===== config.mk =====
export PLATFORM = sky130hd
export DESIGN_NAME = csv_field_splitter_top
export DESIGN_NICKNAME = d
export VERILOG_FILES = /design/src/sv/csvfs_pkg.sv /design/src/sv/csvfs_front.sv /design/src/sv/csvfs_queue.sv /design/src/sv/csvfs_back.sv /design/src/sv/csv_field_splitter_top.sv
export SDC_FILE = /design/constraint.sdc
export NUM_CORES = 1
export LEC_CHECK = 0
export ABC_AREA = 1
export ABC_CLOCK_PERIOD_IN_PS = 4000
export BUFFER_PORTS_ARGS = -buffer_cell sky130_fd_sc_hd__buf_2
export CORE_ASPECT_RATIO = 0.75
export CORE_UTILIZATION = 30
export CTS_BUF_LIST = sky130_fd_sc_hd__clkbuf_4 sky130_fd_sc_hd__clkbuf_8 sky130_fd_sc_hd__clkbuf_16
export CTS_CLUSTER_DIAMETER = 200
export DETAILED_ROUTE_END_ITERATION = 10
export GPL_TIMING_DRIVEN = 0
export PLACE_DENSITY = 0.42
export SLEW_MARGIN = 20
export SYNTH_ARGS = -nofsm -noshare
export SYNTH_HDL_FRONTEND = slang
export SYNTH_SLANG_ARGS = --single-unit

===== constraint.sdc =====
create_clock -name clk -period 4 [get_ports clk]
set_clock_uncertainty 0.2 [all_clocks]
set_input_delay 0.8 -clock clk [delete_from_list [all_inputs] [get_ports clk]]
set_output_delay 0.8 -clock clk [all_outputs]
set_load 0.05 [all_outputs]

===== src/sv/csvfs_pkg.sv =====
// Shared types and constants of the CSV field splitter.
package csvfs_pkg;

  localparam int MAX_FIELDS = 256;
  localparam int FIELD_CAP = ((MAX_FIELDS - 1) < 255) ? (MAX_FIELDS - 1) : 255;
  localparam logic [7:0] FIELD_CAP_B = FIELD_CAP[7:0];

  localparam logic [7:0] CH_CR = 8'd13;
  localparam logic [7:0] CH_LF = 8'd10;
  localparam logic [7:0] CH_NUL = 8'd0;

  localparam logic [7:0] SEP_RESET = 8'd44;
  localparam logic [7:0] QUOTE_RESET = 8'd34;

  localparam logic CFG_SEP = 1'b0;
  localparam logic CFG_QUOTE = 1'b1;

  localparam int QUEUE_DEPTH = 4;
  localparam int QUEUE_AW = $clog2(QUEUE_DEPTH);

  typedef enum logic [1:0] {
    KIND_BYTE  = 2'd0,
    KIND_FIELD = 2'd1,
    KIND_LINE  = 2'd2,
    KIND_ERROR = 2'd3
  } kind_t;

  typedef enum logic [4:0] {
    MODE_START  = 5'b00001,
    MODE_PLAIN  = 5'b00010,
    MODE_QUOTED = 5'b00100,
    MODE_QPEND  = 5'b01000,
    MODE_SKIP   = 5'b10000
  } mode_t;

  typedef enum logic [2:0] {
    SWALLOW_NONE = 3'b001,
    SWALLOW_LF   = 3'b010,
    SWALLOW_CR   = 3'b100
  } swallow_t;

  // One queued entry: an optional quote error ahead of the main result.
  typedef struct packed {
    logic       pre_err;
    kind_t      kind;
    logic [7:0] data;
    logic [7:0] index;
  } entry_t;

endpackage


===== src/sv/csvfs_front.sv =====
// Front end: configuration registers, byte classification and parse state.
module csvfs_front import csvfs_pkg::*; (
  input  logic       clk,
  input  logic       rst,
  input  logic       cfg_we,
  input  logic       cfg_addr,
  input  logic [7:0] cfg_wdata,
  input  logic       in_valid,
  output logic       in_ready,
  input  logic [7:0] in_byte,
  input  logic       in_eod,
  input  logic       q_full,
  output logic       push,
  output entry_t     push_entry
);

  logic [7:0] separator;
  logic [7:0] quote;
  mode_t      mode, mode_next;
  swallow_t   swallow, swallow_next;
  logic       line_open, line_open_next;
  logic [7:0] field_counter, field_counter_next;
  logic       accept;
  logic       is_quote, is_sep;
  logic       emit;

  assign in_ready = !q_full;
  assign accept = in_valid && in_ready;
  assign is_quote = (quote != CH_NUL) && (in_byte == quote);
  assign is_sep = (in_byte == separator);
  assign push = accept && emit;

  always_comb begin
    mode_next = mode;
    swallow_next = swallow;
    line_open_next = line_open;
    field_counter_next = field_counter;
    emit = 1'b0;
    push_entry.pre_err = 1'b0;
    push_entry.kind = KIND_BYTE;
    push_entry.data = 8'd0;
    push_entry.index = field_counter;
    if (in_eod || in_byte == CH_NUL) begin
      emit = line_open;
      push_entry.pre_err = (mode == MODE_QUOTED);
      push_entry.kind = KIND_LINE;
      mode_next = MODE_START;
      swallow_next = SWALLOW_NONE;
      line_open_next = 1'b0;
      field_counter_next = 8'd0;
    end else if ((swallow == SWALLOW_LF && in_byte == CH_LF) ||
                 (swallow == SWALLOW_CR && in_byte == CH_CR)) begin
      swallow_next = SWALLOW_NONE;
    end else if (in_byte == CH_CR || in_byte == CH_LF) begin
      emit = 1'b1;
      push_entry.pre_err = (mode == MODE_QUOTED);
      push_entry.kind = KIND_LINE;
      mode_next = MODE_START;
      line_open_next = 1'b0;
      field_counter_next = 8'd0;
      swallow_next = (in_byte == CH_CR) ? SWALLOW_LF : SWALLOW_CR;
    end else begin
      swallow_next = SWALLOW_NONE;
      line_open_next = 1'b1;
      case (mode)
        MODE_START, MODE_PLAIN, MODE_QPEND: begin
          if (mode == MODE_START && is_quote) begin
            mode_next = MODE_QUOTED;
          end else if (mode == MODE_QPEND && is_quote) begin
            emit = 1'b1;
            push_entry.data = in_byte;
            mode_next = MODE_QUOTED;
          end else if (is_sep) begin
            emit = 1'b1;
            push_entry.kind = KIND_FIELD;
            mode_next = MODE_START;
            if (field_counter < FIELD_CAP_B) begin
              field_counter_next = field_counter + 8'd1;
            end
          end else if (mode == MODE_QPEND) begin
            emit = 1'b1;
            push_entry.kind = KIND_ERROR;
            mode_next = MODE_SKIP;
          end else begin
            emit = 1'b1;
            push_entry.data = in_byte;
            mode_next = MODE_PLAIN;
          end
        end
        MODE_QUOTED: begin
          if (is_quote) begin
            mode_next = MODE_QPEND;
          end else begin
            emit = 1'b1;
            push_entry.data = in_byte;
          end
        end
        default: begin
          mode_next = MODE_SKIP;
        end
      endcase
    end
  end

  always_ff @(posedge clk) begin
    if (rst) begin
      separator <= SEP_RESET;
      quote <= QUOTE_RESET;
    end else if (cfg_we) begin
      case (cfg_addr)
        CFG_SEP:   separator <= cfg_wdata;
        CFG_QUOTE: quote <= cfg_wdata;
        default:   separator <= separator;
      endcase
    end
  end

  always_ff @(posedge clk) begin
    if (rst) begin
      mode <= MODE_START;
      swallow <= SWALLOW_NONE;
      line_open <= 1'b0;
      field_counter <= 8'd0;
    end else if (accept) begin
      mode <= mode_next;
      swallow <= swallow_next;
      line_open <= line_open_next;
      field_counter <= field_counter_next;
    end
  end

endmodule


===== src/sv/csvfs_queue.sv =====
// Short queue of result entries between the front and back ends.
module csvfs_queue import csvfs_pkg::*; (
  input  logic   clk,
  input  logic   rst,
  input  logic   push,
  input  entry_t push_entry,
  output logic   full,
  input  logic   pop,
  output logic   not_empty,
  output entry_t head
);

  entry_t              slots [QUEUE_DEPTH];
  logic [QUEUE_AW-1:0] wr_ptr;
  logic [QUEUE_AW-1:0] rd_ptr;
  logic [QUEUE_AW:0]   count;
  logic                do_pop;

  assign full = (count == (QUEUE_AW + 1)'(QUEUE_DEPTH));
  assign not_empty = (count != '0);
  assign head = slots[rd_ptr];
  assign do_pop = pop && not_empty;

  always_ff @(posedge clk) begin
    if (push) begin
      slots[wr_ptr] <= push_entry;
    end
  end

  always_ff @(posedge clk) begin
    if (rst) begin
      wr_ptr <= '0;
      rd_ptr <= '0;
      count <= '0;
    end else begin
      if (push) begin
        wr_ptr <= wr_ptr + QUEUE_AW'(1);
      end
      if (do_pop) begin
        rd_ptr <= rd_ptr + QUEUE_AW'(1);
      end
      case ({push, do_pop})
        2'b10:   count <= count + (QUEUE_AW + 1)'(1);
        2'b01:   count <= count - (QUEUE_AW + 1)'(1);
        default: count <= count;
      endcase
    end
  end

endmodule


===== src/sv/csvfs_back.sv =====
// Back end: expands queue entries into results and holds the output register.
module csvfs_back import csvfs_pkg::*; (
  input  logic       clk,
  input  logic       rst,
  input  logic       q_not_empty,
  input  entry_t     q_head,
  output logic       q_pop,
  output logic       out_valid,
  input  logic       out_ready,
  output logic [1:0] out_kind,
  output logic [7:0] out_byte,
  output logic [7:0] out_index,
  output logic       out_last
);

  logic err_sent;
  logic load;
  logic first_err;

  assign load = q_not_empty && (!out_valid || out_ready);
  assign first_err = q_head.pre_err && !err_sent;
  assign q_pop = load && !first_err;

  always_ff @(posedge clk) begin
    if (rst) begin
      out_valid <= 1'b0;
      err_sent <= 1'b0;
    end else begin
      if (load) begin
        out_valid <= 1'b1;
        err_sent <= first_err;
      end else if (out_ready) begin
        out_valid <= 1'b0;
      end
    end
  end

  always_ff @(posedge clk) begin
    if (load) begin
      out_index <= q_head.index;
      if (first_err) begin
        out_kind <= KIND_ERROR;
        out_byte <= 8'd0;
        out_last <= 1'b0;
      end else begin
        out_kind <= q_head.kind;
        out_byte <= q_head.data;
        out_last <= 1'b1;
      end
    end
  end

endmodule


===== src/sv/csv_field_splitter_top.sv =====
// Top level of the CSV field splitter: front end, entry queue and back end.
// Accepts one byte per cycle; each result is held in the queue and then in the output register.
// A byte can give two results, a quote error and then its line result, each its own output transfer.
// The front end stalls only when the four-entry queue is full.
// Synchronous active-high reset restores separator 44, quote 34, empty state.
module csv_field_splitter_top import csvfs_pkg::*; (
  input  logic        clk,
  input  logic        rst,
  input  logic        cfg_we,
  input  logic        cfg_addr,
  input  logic [7:0]  cfg_wdata,
  input  logic        s_axis_tvalid,
  output logic        s_axis_tready,
  input  logic [7:0]  s_axis_tdata,   // [7:0] data_byte
  input  logic        s_axis_tlast,   // end_of_data
  output logic        m_axis_tvalid,
  input  logic        m_axis_tready,
  output logic [15:0] m_axis_tdata,   // [7:0] field_byte, [15:8] field_index
  output logic [1:0]  m_axis_tuser,   // [1:0] result_kind
  output logic        m_axis_tlast    // is_last
);

  logic   push;
  entry_t push_entry;
  logic   q_full;
  logic   q_pop;
  logic   q_not_empty;
  entry_t q_head;

  csvfs_front u_front (
    .clk        (clk),
    .rst        (rst),
    .cfg_we     (cfg_we),
    .cfg_addr   (cfg_addr),
    .cfg_wdata  (cfg_wdata),
    .in_valid   (s_axis_tvalid),
    .in_ready   (s_axis_tready),
    .in_byte    (s_axis_tdata),
    .in_eod     (s_axis_tlast),
    .q_full     (q_full),
    .push       (push),
    .push_entry (push_entry)
  );

  csvfs_queue u_queue (
    .clk        (clk),
    .rst        (rst),
    .push       (push),
    .push_entry (push_entry),
    .full       (q_full),
    .pop        (q_pop),
    .not_empty  (q_not_empty),
    .head       (q_head)
  );

  csvfs_back u_back (
    .clk         (clk),
    .rst         (rst),
    .q_not_empty (q_not_empty),
    .q_head      (q_head),
    .q_pop       (q_pop),
    .out_valid   (m_axis_tvalid),
    .out_ready   (m_axis_tready),
    .out_kind    (m_axis_tuser),
    .out_byte    (m_axis_tdata[7:0]),
    .out_index   (m_axis_tdata[15:8]),
    .out_last    (m_axis_tlast)
  );

endmodule

* Word-level counts from Yosys, hierarchy flattened
Memories as Yosys holds them, arrays and structs flattened. A register that Yosys moved wholly into a read port is not among the register bits.
Cells that the tools add are included.
** Storage, ports and cells
- Input port bits :: 23
- Word-level logic and storage cells :: 127
- Memories :: 1
- Bits in registers :: 61
- Memory bits (writable) :: 76
- Output and inout bits :: 21
** Memory list
- u_queue.slots :: depth 4, width 19, rd ports 1, clocked after memory_dff 1, write ports 1, RTL line csvfs_queue.sv:13 : entry_t slots [QUEUE_DEPTH];
** Operators by class
- Reduce and logical (&&, ||, !) cells :: 33
- Add/sub/neg operators :: 5
- Equal/unequal tests :: 17
- Magnitude comparators :: 1
- Bitwise logic cells :: 1
- Muxes and demuxes :: 54
** Operators by type and width (count)
- $mux 8 :: 14
- $mux 5 :: 8
- $eq 8x4->1 const B :: 2
- $eq 8x8->1 :: 2
- $pmux 8 s2 :: 1
- $mux 3 :: 5
- $mux 1 :: 14
- $mux 2 :: 7
- $reduce_bool 3->1 :: 4
- $logic_and 1x1->1 :: 11
- $mux 11 :: 1
- $mux 10 :: 1
- $pmux 5 s2 :: 1
- $add 8x1->8 const B :: 1
- $logic_not 8->1 :: 1
- $lt 8x8->1 const B :: 1
- $reduce_bool 8->1 :: 1
- $reduce_and 7->1 :: 1
- $eq 3x3->1 const B :: 2
- $ne 3x1->1 const B :: 2
- $pmux 3 s2 :: 1
- $reduce_and 2->1 :: 3
- $eq 5x1->1 const B :: 1
- $eq 5x2->1 const B :: 1
- other kinds (17) :: 25

* Logic depth before layout (Yosys ltp)
- Depth after elaboration :: 11
- Depth in mapped cells :: 20
- Mapped depth without buffers :: 19

* Hierarchy
A second synthesis with hierarchy kept.
** Unflattened totals
- Cell total of the unflattened synthesis :: 660
- Area, all modules :: 6261.0 µm²
** Modules (own cells, without submodules)
- csvfs_queue :: area each 3326.9 µm², times used 1, sequential area each 2462.4 µm², cells each 250
- csvfs_front :: area each 2184.6 µm², times used 1, sequential area each 660.6 µm², cells each 357
- csvfs_back :: area each 749.5 µm², times used 1, sequential area each 610.6 µm², cells each 53

* Worst setup path before layout
No wires, ideal clock.
- Path type :: in2reg
- From :: input m_axis_tready
- To :: register u_queue.count[2]
- Buffers on the path :: 0
- Arrival :: 3.410 ns
- Stages on the path :: 11
- Slack :: 0.268 ns
- Data required time :: 3.678 ns
- Library setup time :: 0.122 ns
- Cell sequence :: nor2_1 a31oi_1 inv_1 nor2_1 ha_1 inv_1 fa_1 a21oi_1 o21ai_0 o21ai_0 a21oi_1
** Between the ends
- Cells in the longest elaborated chain, start to end :: 6
- Elaborated cells between the ends (all ways) :: 8
- Those cells by class :: 2 x eq/ne; 1 x mux; 5 x reduce/logical
** RTL lines
- from (decl) :: RTL line csv_field_splitter_top.sv:17 : input logic m_axis_tready,
- $logic_or 1x1->1 * :: RTL line csvfs_back.sv:20 : assign load = q_not_empty && (!out_valid || out_ready);
- $logic_and 1x1->1 * :: RTL line csvfs_back.sv:20
- via u_back.load :: RTL line csvfs_back.sv:17 : logic load;
- $logic_and 1x1->1 * :: RTL line csvfs_back.sv:22 : assign q_pop = load && !first_err;
- $logic_and 1x1->1 * :: RTL line csvfs_queue.sv:22 : assign do_pop = pop && not_empty;
- via u_queue.do_pop :: RTL line csvfs_queue.sv:17 : logic do_pop;
- $eq 2x1->1 or $eq 2x2->1 (tied branches) :: RTL line csvfs_queue.sv:42 : case ({push, do_pop})
- $pmux 3 s2 or $reduce_bool 2->1 (tied branches)
- to (signal assigned) :: RTL line csvfs_queue.sv:43 : 2'b10: count <= count + (QUEUE_AW + 1)'(1);
- to (signal assigned) :: RTL line csvfs_queue.sv:44 : 2'b01: count <= count - (QUEUE_AW + 1)'(1);
- to (signal assigned) :: RTL line csvfs_queue.sv:45 : default: count <= count;
- to (decl) :: RTL line csvfs_queue.sv:16 : logic [QUEUE_AW:0] count;
The timed path passes the listed nets; every way through them passes the cells marked *.
A chain may end at the register's enable or synchronous reset.

* Worst setup path in the final report
- From :: input s_axis_tdata[5]
- To :: register u_queue.count[2]
** Between the ends
- Cells in the longest elaborated chain, start to end :: 11
- Elaborated cells between the ends (all ways) :: 22
- Those cells by class :: 5 x eq/ne; 7 x mux; 10 x reduce/logical
** RTL lines
- from (decl) :: RTL line csv_field_splitter_top.sv:14 : input logic [7:0] s_axis_tdata,
- $eq 8x8->1 :: RTL line csvfs_front.sv:29 : assign is_quote = (quote != CH_NUL) && (in_byte == quote);
- $logic_and 1x1->1 :: RTL line csvfs_front.sv:29
- $logic_and 1x1->1 :: RTL line csvfs_front.sv:67 : if (mode == MODE_START && is_quote) begin
- $mux 1 :: RTL line csvfs_front.sv:67
- $pmux 1 s2 :: RTL line csvfs_front.sv:65 : case (mode)
- $mux 1 :: RTL line csvfs_front.sv:54 : end else if (in_byte == CH_CR || in_byte == CH_LF) begin
- $mux 1 :: RTL line csvfs_front.sv:51 : end else if ((swallow == SWALLOW_LF && in_byte == CH_LF) ||
- $mux 1 * :: RTL line csvfs_front.sv:43 : if (in_eod || in_byte == CH_NUL) begin
- $logic_and 1x1->1 * :: RTL line csvfs_front.sv:31 : assign push = accept && emit;
- $eq 2x1->1 or $eq 2x2->1 (tied branches) :: RTL line csvfs_queue.sv:42
- $pmux 3 s2 or $reduce_bool 2->1 (tied branches)
Mark *: on every way between the ends. The rest lies on a longest branch, timed or not.

==> run_results.csv <==
group,metric,value,unit
critical_path,crit_chain,"buf_2 -> inv_2 -> nand2_1 -> nor2_2 -> nand3_1 -> nand2_1 -> nand3_1 -> nand2_1 -> nor2_1 -> nand2_1 -> nand2_1 -> inv_2 -> ha_1 -> inv_1 -> fa_1 -> a21oi_1 -> o21ai_0 -> o21ai_0 -> a21oi_1",
timing,fin_crit,3.20,ns
yosys,synth_area_per_cell,9.67,um^2
power_and_ir_drop,pwr-share-clk,32.4,%
yosys,yosysSeqAreaShare,61.6,%
yosys,synth_async_sr_flop_share,0,%
critical_path,required,4.10,ns
critical_path,ff2ff_path_depth,14,
timing,tightest_slew,0.691,ns
power_and_ir_drop,p_sw_share,36.6,%
layout,fin_nets,718,
power_and_ir_drop,ir_worst_vdd,0.237,mV
floorplanning,rows,44,
critical_path,cp_top_family,"simple AND/OR/NAND/NOR gates",
floorplanning,io-pin-count,44,
power_and_ir_drop,seqPwrFrac,37.6,%
timing,hold_violations,0,
drt,wl_per_cell,15.6,um
power_and_ir_drop,switching_power,1.85,mW
layout,drive_above_1_share,16.1,%
yosys,synth_most_common_cell,"nand2_1",
timing,slew_violations,0,
timing,setup_viol,0,
worst_hold_path,whs_path_depth,2,
placed_design,gp_routability_congestion,0.832,
global_route,gr-total-overflow,0,
power_and_ir_drop,combPwrFrac,30.0,%
yosys,synth_area_leaders,"edfxtp_1 (47%), dfxtp_1 (15%), nand2_1 (6.6%)",
critical_path,endpoint_kind,"flop",
power_and_ir_drop,cellLeakagePower,2.84,nW
critical_path,rr_startpoint,"u_queue.count[0]$_SDFFE_PP0P_",
drt,vias,4408,
status,status,"complete, but fails checks",
drt,wl_met1,7.71,mm
yosys,yosys.area.top_type,"edfxtp_1",
critical_path,crit_buf_inv,4,
critical_path,ff2ff_setup_slack,1.00,ns
critical_path,arrival,3.30,ns
timing,finalCritPeriodShare,80.0,%
critical_path,crit_slowest_cell,"fa_1",
clocking,cts.clk_slew.worst_paths,0.06,ns
yosys,synth_area,6060,um^2
clocking,cts_root_buf,"clkbuf_16",
status,violations,"design-rule violations",
drt,wl_met3,596,um
drt,drcViolationCount,1,
job,maxCapViolations,0,
critical_path,crit_start,"s_axis_tdata[5]",
timing,timing.fmax,0.312,GHz
floorplanning,dieArea,20800,um^2
yosys,synth_edf_count,95,
worst_hold_path,hold_class,"reg2reg",
drt,drtPass1Iterations,8,
floorplanning,start_util,30.9,%
critical_path,path_class,"in2reg",
critical_path,r2r-end,"u_queue.count[2]$_SDFFE_PP0P_",
critical_path,cp-start-kind,"primary input",
clocking,cts_made_buffers,17,
critical_path,cp-endpoint,"u_queue.count[2]$_SDFFE_PP0P_",
critical_path,cp_max_fo,6,
layout,nFillCells,1947,
yosys,yosysWarnings,0,
layout,area_growth_syn_to_layout,20.0,%
power_and_ir_drop,internal-power,3.20,mW
critical_path,crit_cells,19,
floorplanning,core_area,19600,um^2
floorplanning,chipHeight,125,um
timing,holdWs,0.262,ns
clocking,clock_sinks,139,
power_and_ir_drop,fin_total_pwr,5.05,mW
yosys,syn_nets,657,
drt,wirelength,14.9,mm
clocking,cts_resized,0,
global_route,grt_pass1_wl,23.8,mm
yosys,ys_ff_latch,139,
critical_path,timing.critical_path.mode_cell,"nand2_1",
clocking,clk_path_buf_depth,2,
yosys,synth_cell_types,36,
drt,ant_nets,0,
placed_design,port_buffers,40,
floorplanning,die_x,166,um
global_route,grt_max_degree,22,
global_route,antenna_found_initial,0,
layout,diodes,0,
yosys,synth_cells,627,
timing,grt_setup_unrepaired,"no",
clocking,worstSkewPairLatency,0.41,ns
critical_path,cpPeakStageDelay,0.43,ns
clocking,cts_tree,"yes",
drt,wl_met2,6.46,mm
yosys,yosysTopAreaCellShare,47.0,%
power_and_ir_drop,power.density,694,nW/um^2
yosys,synth_common_cells,"nand2_1 (107), nor2_1 (104), edfxtp_1 (95)",
clocking,ctsHoldBuffers,0,
global_route,grt_pass1_vias,4378,
clocking,h-tree-depth,4,
drt,top_layer_used,"met4",
drt,vias_per_cell,4.62,
drt,drtIter0Drc,379,
timing,slew_headroom,53.9,%
yosys,ys.flop_type,"edfxtp_1",
clocking,cts_setup_buffers,0,
global_route,grtUsageTotal,15.1,%
placed_design,dp_hpwl,10.2,mm
stage by stage:
step | cells | instance area (um^2) | setup slack, ns | utilization, % | TNS [ns]
finish | 954 | 7270 | 0.800 | 37.1 | 0
floorplan | 627 | 6060 | 0.268 | - | 0
global route | 954 | 7270 | 0.451 | 37.1 | 0
detailed placement | 922 | 6660 | 0.359 | 34.0 | 0
CTS | 954 | 7270 | 0.796 | 37.1 | 0
global placement | 920 | 6580 | -0.638 | 33.6 | -20.76
logic make-up (layout without fill, tap and decap cells):
logic type	after synthesis	after routing	share of synthesized area (%)
and+or+nand+nor	270	270	18.8
buffers and inverters	84	158	5.49
AOI/OAI and AO/OA	111	111	10.2
adders and majority gates	7	7	1.57
xor gates and xnor gates	16	16	2.31
DFF	139	139	61.6
cells in the final DEF, fill, tap and decap left out, types with 11 or more instances in the layout:
cell type / count
a21oi_1: 24
buf_2: 44
clkbuf_1: 15
clkbuf_16: 17
dfxtp_1: 44
edfxtp_1: 95
inv_1: 50
inv_2: 11
nand2_1: 107
nand3_1: 32
nor2_1: 100
o21ai_0: 57
o22ai_1: 18
xnor2_1: 13
area by class of cell:
class / count / area [um^2] / share of cell area (%)
well taps: 253 / 317 / 4.35
flip-flops and latches: 139 / 3730 / 51.3
clock buffers: 17 / 425 / 5.85
repair buffers: 42 / 243 / 3.34
inverters: 63 / 241 / 3.32
multi-input cells: 404 / 2040 / 28.0
clock inverters: 15 / 186 / 2.56
plain buffers: 21 / 91.3 / 1.26
state kept, by name (all words and copies together) (netlist names), named ones only:
signal,flops
u_back.err_sent,1
u_front.separator,8
u_back.out_valid,1
u_front.quote,8
u_back.out_kind,2
u_back.out_index,8
u_back.out_byte,8
u_front.mode,5
u_queue.slots,76
u_queue.rd_ptr,2
u_queue.wr_ptr,2
u_front.swallow,3
u_queue.count,3
u_front.field_counter,8
u_back.out_last,1
u_front.line_open,1
tightest hold or removal path, cell delays in order (launching register included):
cell and delay, ns:
dfxtp_1 0.30, inv_1 0.05, a21oi_1 0.06
worst min path at each step:
stage                                                  from                           endpoint  slack [ns]
after floorplan               u_queue.count[0]$_SDFFE_PP0P_      u_queue.count[0]$_SDFFE_PP0P_        0.22
after global placement        u_queue.count[0]$_SDFFE_PP0P_      u_queue.count[0]$_SDFFE_PP0P_        0.24
after detailed placement     u_queue.rd_ptr[1]$_SDFFE_PP0P_     u_queue.rd_ptr[1]$_SDFFE_PP0P_        0.26
after CTS                    u_queue.rd_ptr[1]$_SDFFE_PP0P_     u_queue.rd_ptr[1]$_SDFFE_PP0P_        0.27
after global routing      u_front.separator[3]$_SDFFE_PP1P_  u_front.separator[3]$_SDFFE_PP1P_        0.30
final                        u_queue.rd_ptr[1]$_SDFFE_PP0P_     u_queue.rd_ptr[1]$_SDFFE_PP0P_        0.26
metal layers:
layer	global-route usage [%]	up-vias
li1	-	2241
met1	21.3	2056
met2	22.9	103
met3	4.05	8
met4	4.07	0
met5	0	-
power groups by stage:
stage / combinational, mW / sequential, mW / clock (mW)
floorplan: 0.670 / 2.31 / 0
global placement: 1.45 / 1.94 / 0
detailed placement: 1.54 / 1.93 / 0
CTS: 1.54 / 1.90 / 1.66
global route: 1.68 / 1.92 / 1.73
finish: 1.52 / 1.90 / 1.63
Note: power is estimated with default switching activity, not from simulation.
